## src/hdl/npl_pkg.sv

```systemverilog
// ----------------------------------------------------------------------------
// npl_pkg
// Shared constants, item types and pipeline structs of the nearest-prototype
// learner.
// ----------------------------------------------------------------------------
`default_nettype none

package npl_pkg;

  // Geometry
  localparam int VECTOR_LEN = 16;
  localparam int MAX_CELLS  = 32;

  localparam int CELL_W = $clog2(MAX_CELLS);
  localparam int ELEM_W = (VECTOR_LEN > 1) ? $clog2(VECTOR_LEN) : 1;
  localparam int CNT_W  = $clog2(VECTOR_LEN + 1);
  localparam int ADDR_W = CELL_W + ELEM_W;
  localparam int RAM_DEPTH = 1 << ADDR_W;

  // Field widths
  localparam int OP_W     = 2;
  localparam int DATA_W   = 16;
  localparam int IDX_W    = 5;
  localparam int WINNER_W = 5;
  localparam int DIST_W   = 36;
  localparam int ACT_W    = 6;
  localparam int STEP_W   = 16;
  localparam int PROD_W   = 2 * (DATA_W + 1);
  localparam int SQ_W     = 2 * DATA_W + 1;

  typedef enum logic [OP_W-1:0] {
    OP_RECALL  = 2'd0,
    OP_TRAIN   = 2'd1,
    OP_IMPLANT = 2'd2
  } op_e;

  typedef enum logic [1:0] {
    MODE_SEARCH  = 2'd0,
    MODE_TRAIN   = 2'd1,
    MODE_IMPLANT = 2'd2
  } mode_e;

  typedef struct packed {
    logic [OP_W-1:0]          op;
    logic signed [DATA_W-1:0] element;
    logic                     last;
    logic [IDX_W-1:0]         cell_index;
  } in_item_t;

  typedef struct packed {
    logic [WINNER_W-1:0] winner;
    logic [DIST_W-1:0]   min_distance;
  } out_item_t;

  // One memory access travelling through the datapath
  typedef struct packed {
    logic                     valid;
    mode_e                    mode;
    logic [CELL_W-1:0]        cell_id;
    logic [ELEM_W-1:0]        elem;
    logic                     first;
    logic                     last;
    logic                     row_ok;
    logic signed [DATA_W-1:0] x;
  } pipe_tag_t;

  typedef struct packed {
    logic                     we;
    logic                     row_done;
    logic [CELL_W-1:0]        cell_id;
    logic [ELEM_W-1:0]        elem;
    logic signed [DATA_W-1:0] data;
  } wr_req_t;

  typedef struct packed {
    logic s1_busy;
    logic s2_busy;
  } dp_status_t;

endpackage

`default_nettype wire

```

## src/hdl/npl_datapath.sv

```systemverilog
// ----------------------------------------------------------------------------
// npl_datapath
// Two-stage arithmetic behind the prototype memory: difference and multiply,
// then distance accumulation / winner compare or learning write-back.
// ----------------------------------------------------------------------------
`default_nettype none

module npl_datapath (
  input  wire logic                       clk_i,
  input  wire logic                       rst_ni,
  input  wire npl_pkg::pipe_tag_t         issue_i,
  input  wire logic [npl_pkg::DATA_W-1:0] rdata_i,
  input  wire logic [npl_pkg::STEP_W-1:0] learn_step_i,
  output      npl_pkg::wr_req_t           wr_o,
  output      npl_pkg::dp_status_t        status_o,
  output      logic [npl_pkg::DIST_W-1:0] best_o,
  output      logic [npl_pkg::CELL_W-1:0] win_o
);
  import npl_pkg::*;

  pipe_tag_t s1_q, s2_q;

  logic signed [DATA_W-1:0] v;
  logic signed [DATA_W:0]   diff;
  logic signed [DATA_W:0]   mul_b;
  logic signed [PROD_W-1:0] prod_d, prod_q;
  logic signed [DATA_W-1:0] v_q;

  logic [DIST_W-1:0] acc_q, acc_d;
  logic [DIST_W-1:0] best_q;
  logic [CELL_W-1:0] win_q;
  logic [SQ_W-1:0]   sq;
  logic [DIST_W:0]   sum;
  logic [DIST_W-1:0] dist_cur;

  // Stage 1: read data arrives; rows never written read as zero
  assign v     = s1_q.row_ok ? $signed(rdata_i) : '0;
  assign diff  = {s1_q.x[DATA_W-1], s1_q.x} - {v[DATA_W-1], v};
  assign mul_b = (s1_q.mode == MODE_SEARCH) ? diff : $signed({1'b0, learn_step_i});
  assign prod_d = diff * mul_b;

  always_ff @(posedge clk_i or negedge rst_ni) begin
    if (!rst_ni) begin
      s1_q <= '0;
      s2_q <= '0;
    end else begin
      s1_q <= issue_i;
      s2_q <= s1_q;
    end
  end

  always_ff @(posedge clk_i) begin
    prod_q <= prod_d;
    v_q    <= v;
  end

  // Stage 2: saturating distance accumulation
  assign sq       = prod_q[SQ_W-1:0];
  assign sum      = {1'b0, acc_q} + (DIST_W+1)'(sq);
  assign dist_cur = s2_q.first ? DIST_W'(sq) : (sum[DIST_W] ? '1 : sum[DIST_W-1:0]);
  assign acc_d    = dist_cur;

  always_ff @(posedge clk_i) begin
    if (s2_q.valid && (s2_q.mode == MODE_SEARCH)) begin
      acc_q <= acc_d;
      if (s2_q.last && ((s2_q.cell_id == '0) || (dist_cur < best_q))) begin
        best_q <= dist_cur;
        win_q  <= s2_q.cell_id;
      end
    end
  end

  // Stage 2: write-back; floor of product / 2^16 is the arithmetic shift
  always_comb begin
    wr_o.we       = s2_q.valid && (s2_q.mode != MODE_SEARCH);
    wr_o.row_done = s2_q.last;
    wr_o.cell_id  = s2_q.cell_id;
    wr_o.elem     = s2_q.elem;
    if (s2_q.mode == MODE_IMPLANT) begin
      wr_o.data = s2_q.x;
    end else begin
      wr_o.data = v_q + $signed(prod_q[STEP_W+DATA_W-1:STEP_W]);
    end
  end

  assign status_o.s1_busy = s1_q.valid;
  assign status_o.s2_busy = s2_q.valid;
  assign best_o = best_q;
  assign win_o  = win_q;

endmodule

`default_nettype wire

```

## config.mk

```make
export PLATFORM = sky130hd
export DESIGN_NAME = npl_datapath
export DESIGN_NICKNAME = d
export VERILOG_FILES = /design/src/hdl/npl_pkg.sv /design/src/hdl/npl_datapath.sv
export SDC_FILE = /design/constraint.sdc
export NUM_CORES = 1
export LEC_CHECK = 0
export ABC_AREA = 1
export ABC_CLOCK_PERIOD_IN_PS = 9570
export BUFFER_PORTS_ARGS = -buffer_cell sky130_fd_sc_hd__buf_2
export CORE_ASPECT_RATIO = 1.25
export CORE_UTILIZATION = 60
export DETAILED_ROUTE_END_ITERATION = 10
export PLACE_DENSITY_LB_ADDON = 0.12
export SETUP_SLACK_MARGIN = 0.15
export SLEW_MARGIN = 20
export SYNTH_ARGS = -nofsm -noshare
export SYNTH_HDL_FRONTEND = slang
export SYNTH_SLANG_ARGS = --single-unit
```

## constraint.sdc

```tcl
create_clock -name clk_i -period 9.57 [get_ports clk_i]
set_clock_uncertainty 0.15 [all_clocks]
set_input_delay 0.957 -clock clk_i [delete_from_list [all_inputs] [get_ports clk_i]]
set_output_delay 0.957 -clock clk_i [all_outputs]
set_load 0.01 [all_outputs]
```

==> results.json, run 1 <==
{
  "status": "completed",
  "floorplan.rows": 75,
  "yosys.area.top_type_share": 0.2833,
  "mapped_area_um2": 20700,
  "final_util": 0.6677,
  "initial_drt_pass_iterations": 5,
  "path_clk_slew_ps": 70,
  "dpl.cell_count": 2912,
  "max_freq_ghz": 0.1135,
  "netlist_instances": 2366,
  "report.final.setup_viol": 0,
  "grtUsageMet1": 0.4066,
  "dp_hpwl_um": 48750,
  "antenna-diode-count": 0,
  "cts.repair_timing.setup_buffer_count": 0,
  "async_reset_ff_frac": 0.3262,
  "remaining_drc_errors": 0,
  "synth.yosys.seq_area_share": 0.2328,
  "worst-path-buf-inv": 11,
  "fin_hold_ws_ps": 196.3,
  "via_per_inst": 5.488,
  "clock_tree.htree_level_count": 4,
  "ctsResizeCount": 0,
  "post_detailed_route_wirelength_per_cell_um": 19.72,
  "crit_fanout": 16,
  "cts-root-to-sink-buffers": 2,
  "max-slew-margin-rel": 0.4043,
  "yosysWarnings": 0,
  "most_numerous_cell_in_the_yosys_netlist": "inv_1",
  "timing.final.crit_share": 0.9205,
  "clk-insertion-delay-late_ps": 460,
  "yosysTopAreaCell": "fa_1",
  "grt_pass1_wl_um": 91620,
  "clock_tree.root_cell": "clkbuf_16",
  "cts-hold-fix-buffers": 0,
  "area.growth.synth_to_final_pct": 8.970,
  "ys_top_cells_by_area": "fa_1 (28%), edfxtp_1 (11%), ha_1 (11%)",
  "clock_tree_from_tritoncts": "done",
  "sort_of_element_at_the_start_of_the_critical_path": "flop",
  "ioPinCount": 135,
  "nets": 3048,
  "number_of_synthesized_register_bits": 187,
  "initial_core_util": 0.6128,
  "finalWeightedCongestion": 0.9888,
  "numPortBuffers": 134,
  "numClockSinks": 187,
  "critPathKind": "reg -> reg",
  "gr-max-usage-layer": "met2",
  "mappedNetlistNets": 2906,
  "floorplan.core_area_um2": 33780,
  "synth_enable_flop_cells": 77,
  "die_w_um": 168.1,
  "critical-path-max-stage-delay_ps": 730,
  "end_kind": "flop",
  "critPathRequiredTime_ps": 9760,
  "detailroute.via_count": 16160,
  "fp.dieH_um": 209.7,
  "drv.max_cap_violation_count": 0,
  "fp.dieArea_um2": 35250,
  "hold_viol": 0,
  "arrival_ps": 9000,
  "grt_start_max_net_pins": 62,
  "timing.critical_path.slowest_stage_cell": "dfrtp_1",
  "yosys_most_used_dff": "edfxtp_1",
  "globalRouteMet2Util": 0.6205,
  "syn_avg_cell_area_um2": 8.749,
  "numCtsBuffers": 17,
  "first_global_vias": 17350,
  "gr_met3_demand_resource": 0.04677,
  "max_slew.worst_pin.slew_ps": 892.5,
  "final_max_slew_viol_count": 0,
  "antenna_violations_before_repair": 1,
  "timing.setup.tns_ps": 0,
  "worst_hold_path_type": "reg -> reg",
  "ys_types": 53,
  "drt-initial-drc-count": 1085,
  "detail-route-antenna-nets": 0,
  "global_route.usage.total": 0.3482,
  "critPathTopFamily": "adder cells",
  "synth_common_cells": "inv_1 (519), nand2_1 (399), fa_1 (293), nor2_1 (244), ha_1 (182)",
  "fin_crit_ps": 8809,
  "layout.cells.non_filler": 2944,
  "drive_above_1_share": 0.1039,
  "grt_setup_unrepaired": "false",
  "grt.overflow.total": 0,
  "routed_wl_um": 58070
}
==> routing by layer <==
metal | up-vias | wire length, µm
met5 | - | 0
met4 | 0 | 3436
met3 | 152 | 3336
met2 | 559 | 29250
met1 | 7895 | 22040
li1 | 7551 | -
==> cells in the final DEF (no fill, tap or decap), types with 47 or more instances in the layout <==
cell type	n
dfxtp_1	49
buf_2	134
dfrtp_1	61
xor2_1	47
o21ai_0	62
nor2_1	242
a21oi_1	129
edfxtp_1	77
nand2_1	399
inv_1	519
fa_1	293
ha_1	182
==> logic make-up after synthesis <==
logic type / synth area share
buf+inv: 0.1105
fa+ha+maj: 0.3934
flops: 0.2328
xor+xnor: 0.03886
simple gates: 0.1432
compound gates: 0.08123
==> worst register-to-register path, delay by kind of cell (launching register included) <==
| kind | cells | cell delay [ps] |
|---|---|---|
| DFF | 1 | 730 |
| adders and majority gates | 9 | 4000 |
| AOI/OAI and AO/OA | 7 | 1020 |
| buffers and inverters | 11 | 1180 |
| and+or+nand+nor | 9 | 1320 |
| xor gates and xnor gates | 2 | 270 |
==> flip-flops by register name, indices dropped and copies added (netlist names) <==
name / cells
acc_q: 36
best_o: 36
prod_q: 33
s1_q: 30
s2_q: 19
status_o: 2
v_q: 16
win_o: 5
wr_o: 10
==> per-stage QoR <==
stage | worst slack [ps] | instance area, µm²
final | 760.8 | 22560
after global routing | 356.4 | 22560
after CTS | 833.3 | 22560
after detailed placement | 544.2 | 21980
after global placement | 595.6 | 21980
after floorplan | 1519 | 20700
==> final timing paths <==
check | startpoint | endpoint | slack [ps] | cells past startpoint
worst max-delay path | s1_q[16]$_DFF_PN0_ | prod_q[31]$_DFF_P_ | 760 | 38
worst min-delay path | s1_q[18]$_DFF_PN0_ | s2_q[18]$_DFF_PN0_ | 200 | 0
worst max register to register | s1_q[16]$_DFF_PN0_ | prod_q[31]$_DFF_P_ | 760 | 38
worst min register to register | s1_q[18]$_DFF_PN0_ | s2_q[18]$_DFF_PN0_ | 200 | 0
max in group asynchronous | rst_ni | s1_q[18]$_DFF_PN0_ | 8210 | 2
min in group asynchronous | rst_ni | s1_q[20]$_DFF_PN0_ | 520 | 2
==> cell type report <==
cell class | instances | area [µm²]
multi-input cells | 1589 | 13620
fillers | 2895 | 11220
repair buffers | 177 | 993.5
flip-flops and latches | 187 | 4820
clock buffers | 17 | 425.4
well taps | 423 | 529.3
inverters | 536 | 2017
clock inverters | 15 | 152.6
Power of run 1 is not shown: default switching activity piles up to over one toggle a cycle in this logic, so the estimate is an artifact.
==> inputs of run 2 (changes only) <==
--- a/config.mk
+++ b/config.mk
@@ -9,7 +9,7 @@
 export ABC_CLOCK_PERIOD_IN_PS = 9570
 export BUFFER_PORTS_ARGS = -buffer_cell sky130_fd_sc_hd__buf_2
 export CORE_ASPECT_RATIO = 1.25
-export CORE_UTILIZATION = 60
+export CORE_UTILIZATION = 26
 export DETAILED_ROUTE_END_ITERATION = 10
 export PLACE_DENSITY_LB_ADDON = 0.12
 export SETUP_SLACK_MARGIN = 0.15
==> results.json, run 2 (synthesis gave the netlist of run 1 again) <==
{
  "post_detailed_route_wirelength_per_cell_um": 18.99,
  "initial_drt_pass_iterations": 5,
  "fin_crit_ps": 8637,
  "clk-insertion-delay-late_ps": 500,
  "grt_start_max_net_pins": 62,
  "sort_of_element_at_the_start_of_the_critical_path": "flop",
  "critPathTopFamily": "adder cells",
  "crit_fanout": 16,
  "antenna-diode-count": 0,
  "post_dp_cell_area_um2": 22890,
  "nFillCells": 8532,
  "numCtsBuffers": 17,
  "critical-path-max-stage-delay_ps": 600,
  "report.final.setup_viol": 0,
  "setup_ws_ps": 933.2,
  "via_per_inst": 4.451,
  "global_route.usage.total": 0.1769,
  "floorplan.core_area_um2": 78710,
  "routed-wl-met3_um": 2288,
  "grt_setup_unrepaired": "false",
  "r2r_start": "s1_q[16]$_DFF_PN0_",
  "critPathKind": "reg -> reg",
  "worstReg2RegEnd": "prod_q[21]$_DFF_P_",
  "timing.final.crit_share": 0.9025,
  "first_global_vias": 17770,
  "routed_wl_um": 68190,
  "detail-route-antenna-nets": 0,
  "ctsResizeCount": 0,
  "dpl_worst_slack_ps": 442.8,
  "top_layer": "met4",
  "timing.setup.tns_ps": 0,
  "cts.repair_timing.setup_buffer_count": 0,
  "critPathRequiredTime_ps": 9790,
  "drv.max_cap_violation_count": 0,
  "grt_pass1_wl_um": 105500,
  "max_freq_ghz": 0.1158,
  "die_w_um": 254.4,
  "worst_hold_path_type": "reg -> reg",
  "arrival_ps": 8860,
  "fp.dieArea_um2": 80760,
  "numPortBuffers": 134,
  "drive_above_1_share": 0.1096,
  "path_clk_slew_ps": 80,
  "clock_tree.root_cell": "clkbuf_16",
  "clock_tree_from_tritoncts": "done",
  "worstSetupEndpoint": "prod_q[21]$_DFF_P_",
  "timing.critical_path.slowest_stage_cell": "xor2_1",
  "antenna_violations_before_repair": 1,
  "max_slew.worst_pin.slew_ps": 1037,
  "dr_wl_met2_um": 35940,
  "drt-initial-drc-count": 881,
  "remaining_drc_errors": 0,
  "final_max_slew_viol_count": 0,
  "finalWeightedCongestion": 0.8735,
  "ioPinCount": 135,
  "critical_path_stages": 33,
  "dp_hpwl_um": 57770,
  "max-slew-margin-rel": 0.3069,
  "numClockSinks": 187,
  "end_kind": "flop",
  "final_cell_area_um2": 23450,
  "status": "completed",
  "cts-hold-fix-buffers": 0,
  "drt-met1-wl_um": 27200,
  "nets": 3064,
  "hold_viol": 0,
  "critPathMostFrequentCell": "inv_1",
  "most_used_cells_in_the_layout_excluding_fill_and_tap_cells": "inv_1 (519), nand2_1 (399), fa_1 (293)",
  "initial_core_util": 0.2630,
  "cts-root-to-sink-buffers": 2,
  "worst-path-buf-inv": 10,
  "area.growth.synth_to_final_pct": 13.28,
  "clock_tree.htree_level_count": 4,
  "r2r_setup_slack_ps": 930,
  "detailroute.via_count": 15980,
  "final_util": 0.2980,
  "layout.cells.most_common": "inv_1",
  "timing.critical_path.from": "s1_q[16]$_DFF_PN0_",
  "floorplan.rows": 115,
  "fp.dieH_um": 317.5,
  "grt.overflow.total": 0,
  "reg2regPathDepth": 33
}
[run 2: cell count changes in the layout (fill, tap and decap cells not counted), sizes merged]
cell	change
buf	+16
clkbuf	+1
clkinvlp	-1
[run 2: cell type report]
class / instances / area (µm²) / share of cell area
clock buffers: 18 / 429.2 / 0.01830
well taps: 1053 / 1318 / 0.05618
inverters: 536 / 2017 / 0.08601
clock inverters: 14 / 131.4 / 0.005602
flip-flops and latches: 187 / 4820 / 0.2055
repair buffers: 193 / 1116 / 0.04759
multi-input cells: 1589 / 13620 / 0.5808
[run 2: stage by stage]
| step | hold WS, ps | std cells |
|---|---|---|
| after global placement | 181.8 | 3558 |
| final | 201.5 | 3590 |
| after detailed placement | 184.7 | 3558 |
| after global routing | 212.4 | 3590 |
| after CTS | 202.2 | 3590 |
| after floorplan | 181.2 | 2366 |
[run 2: worst min path at each step]
stage                                     to  depth (start not counted)  slack, ps          startpoint
after floorplan           s2_q[18]$_DFF_PN0_                          0        180  s1_q[18]$_DFF_PN0_
after global routing      wr_o[19]$_DFF_PN0_                          0        210  s1_q[22]$_DFF_PN0_
final                     wr_o[19]$_DFF_PN0_                          0        200  s1_q[22]$_DFF_PN0_
after CTS                 wr_o[19]$_DFF_PN0_                          0        200  s1_q[22]$_DFF_PN0_
after detailed placement  wr_o[19]$_DFF_PN0_                          0        180  s1_q[22]$_DFF_PN0_
after global placement    wr_o[17]$_DFF_PN0_                          0        180  s1_q[20]$_DFF_PN0_
[run 2: layer usage]
layer	up-vias	GRT usage
met5	-	0
met4	0	0.07416
met3	95	0.02218
met2	341	0.3230
met1	7962	0.2045
li1	7582	-
Power of run 2 is left out for the same reason.
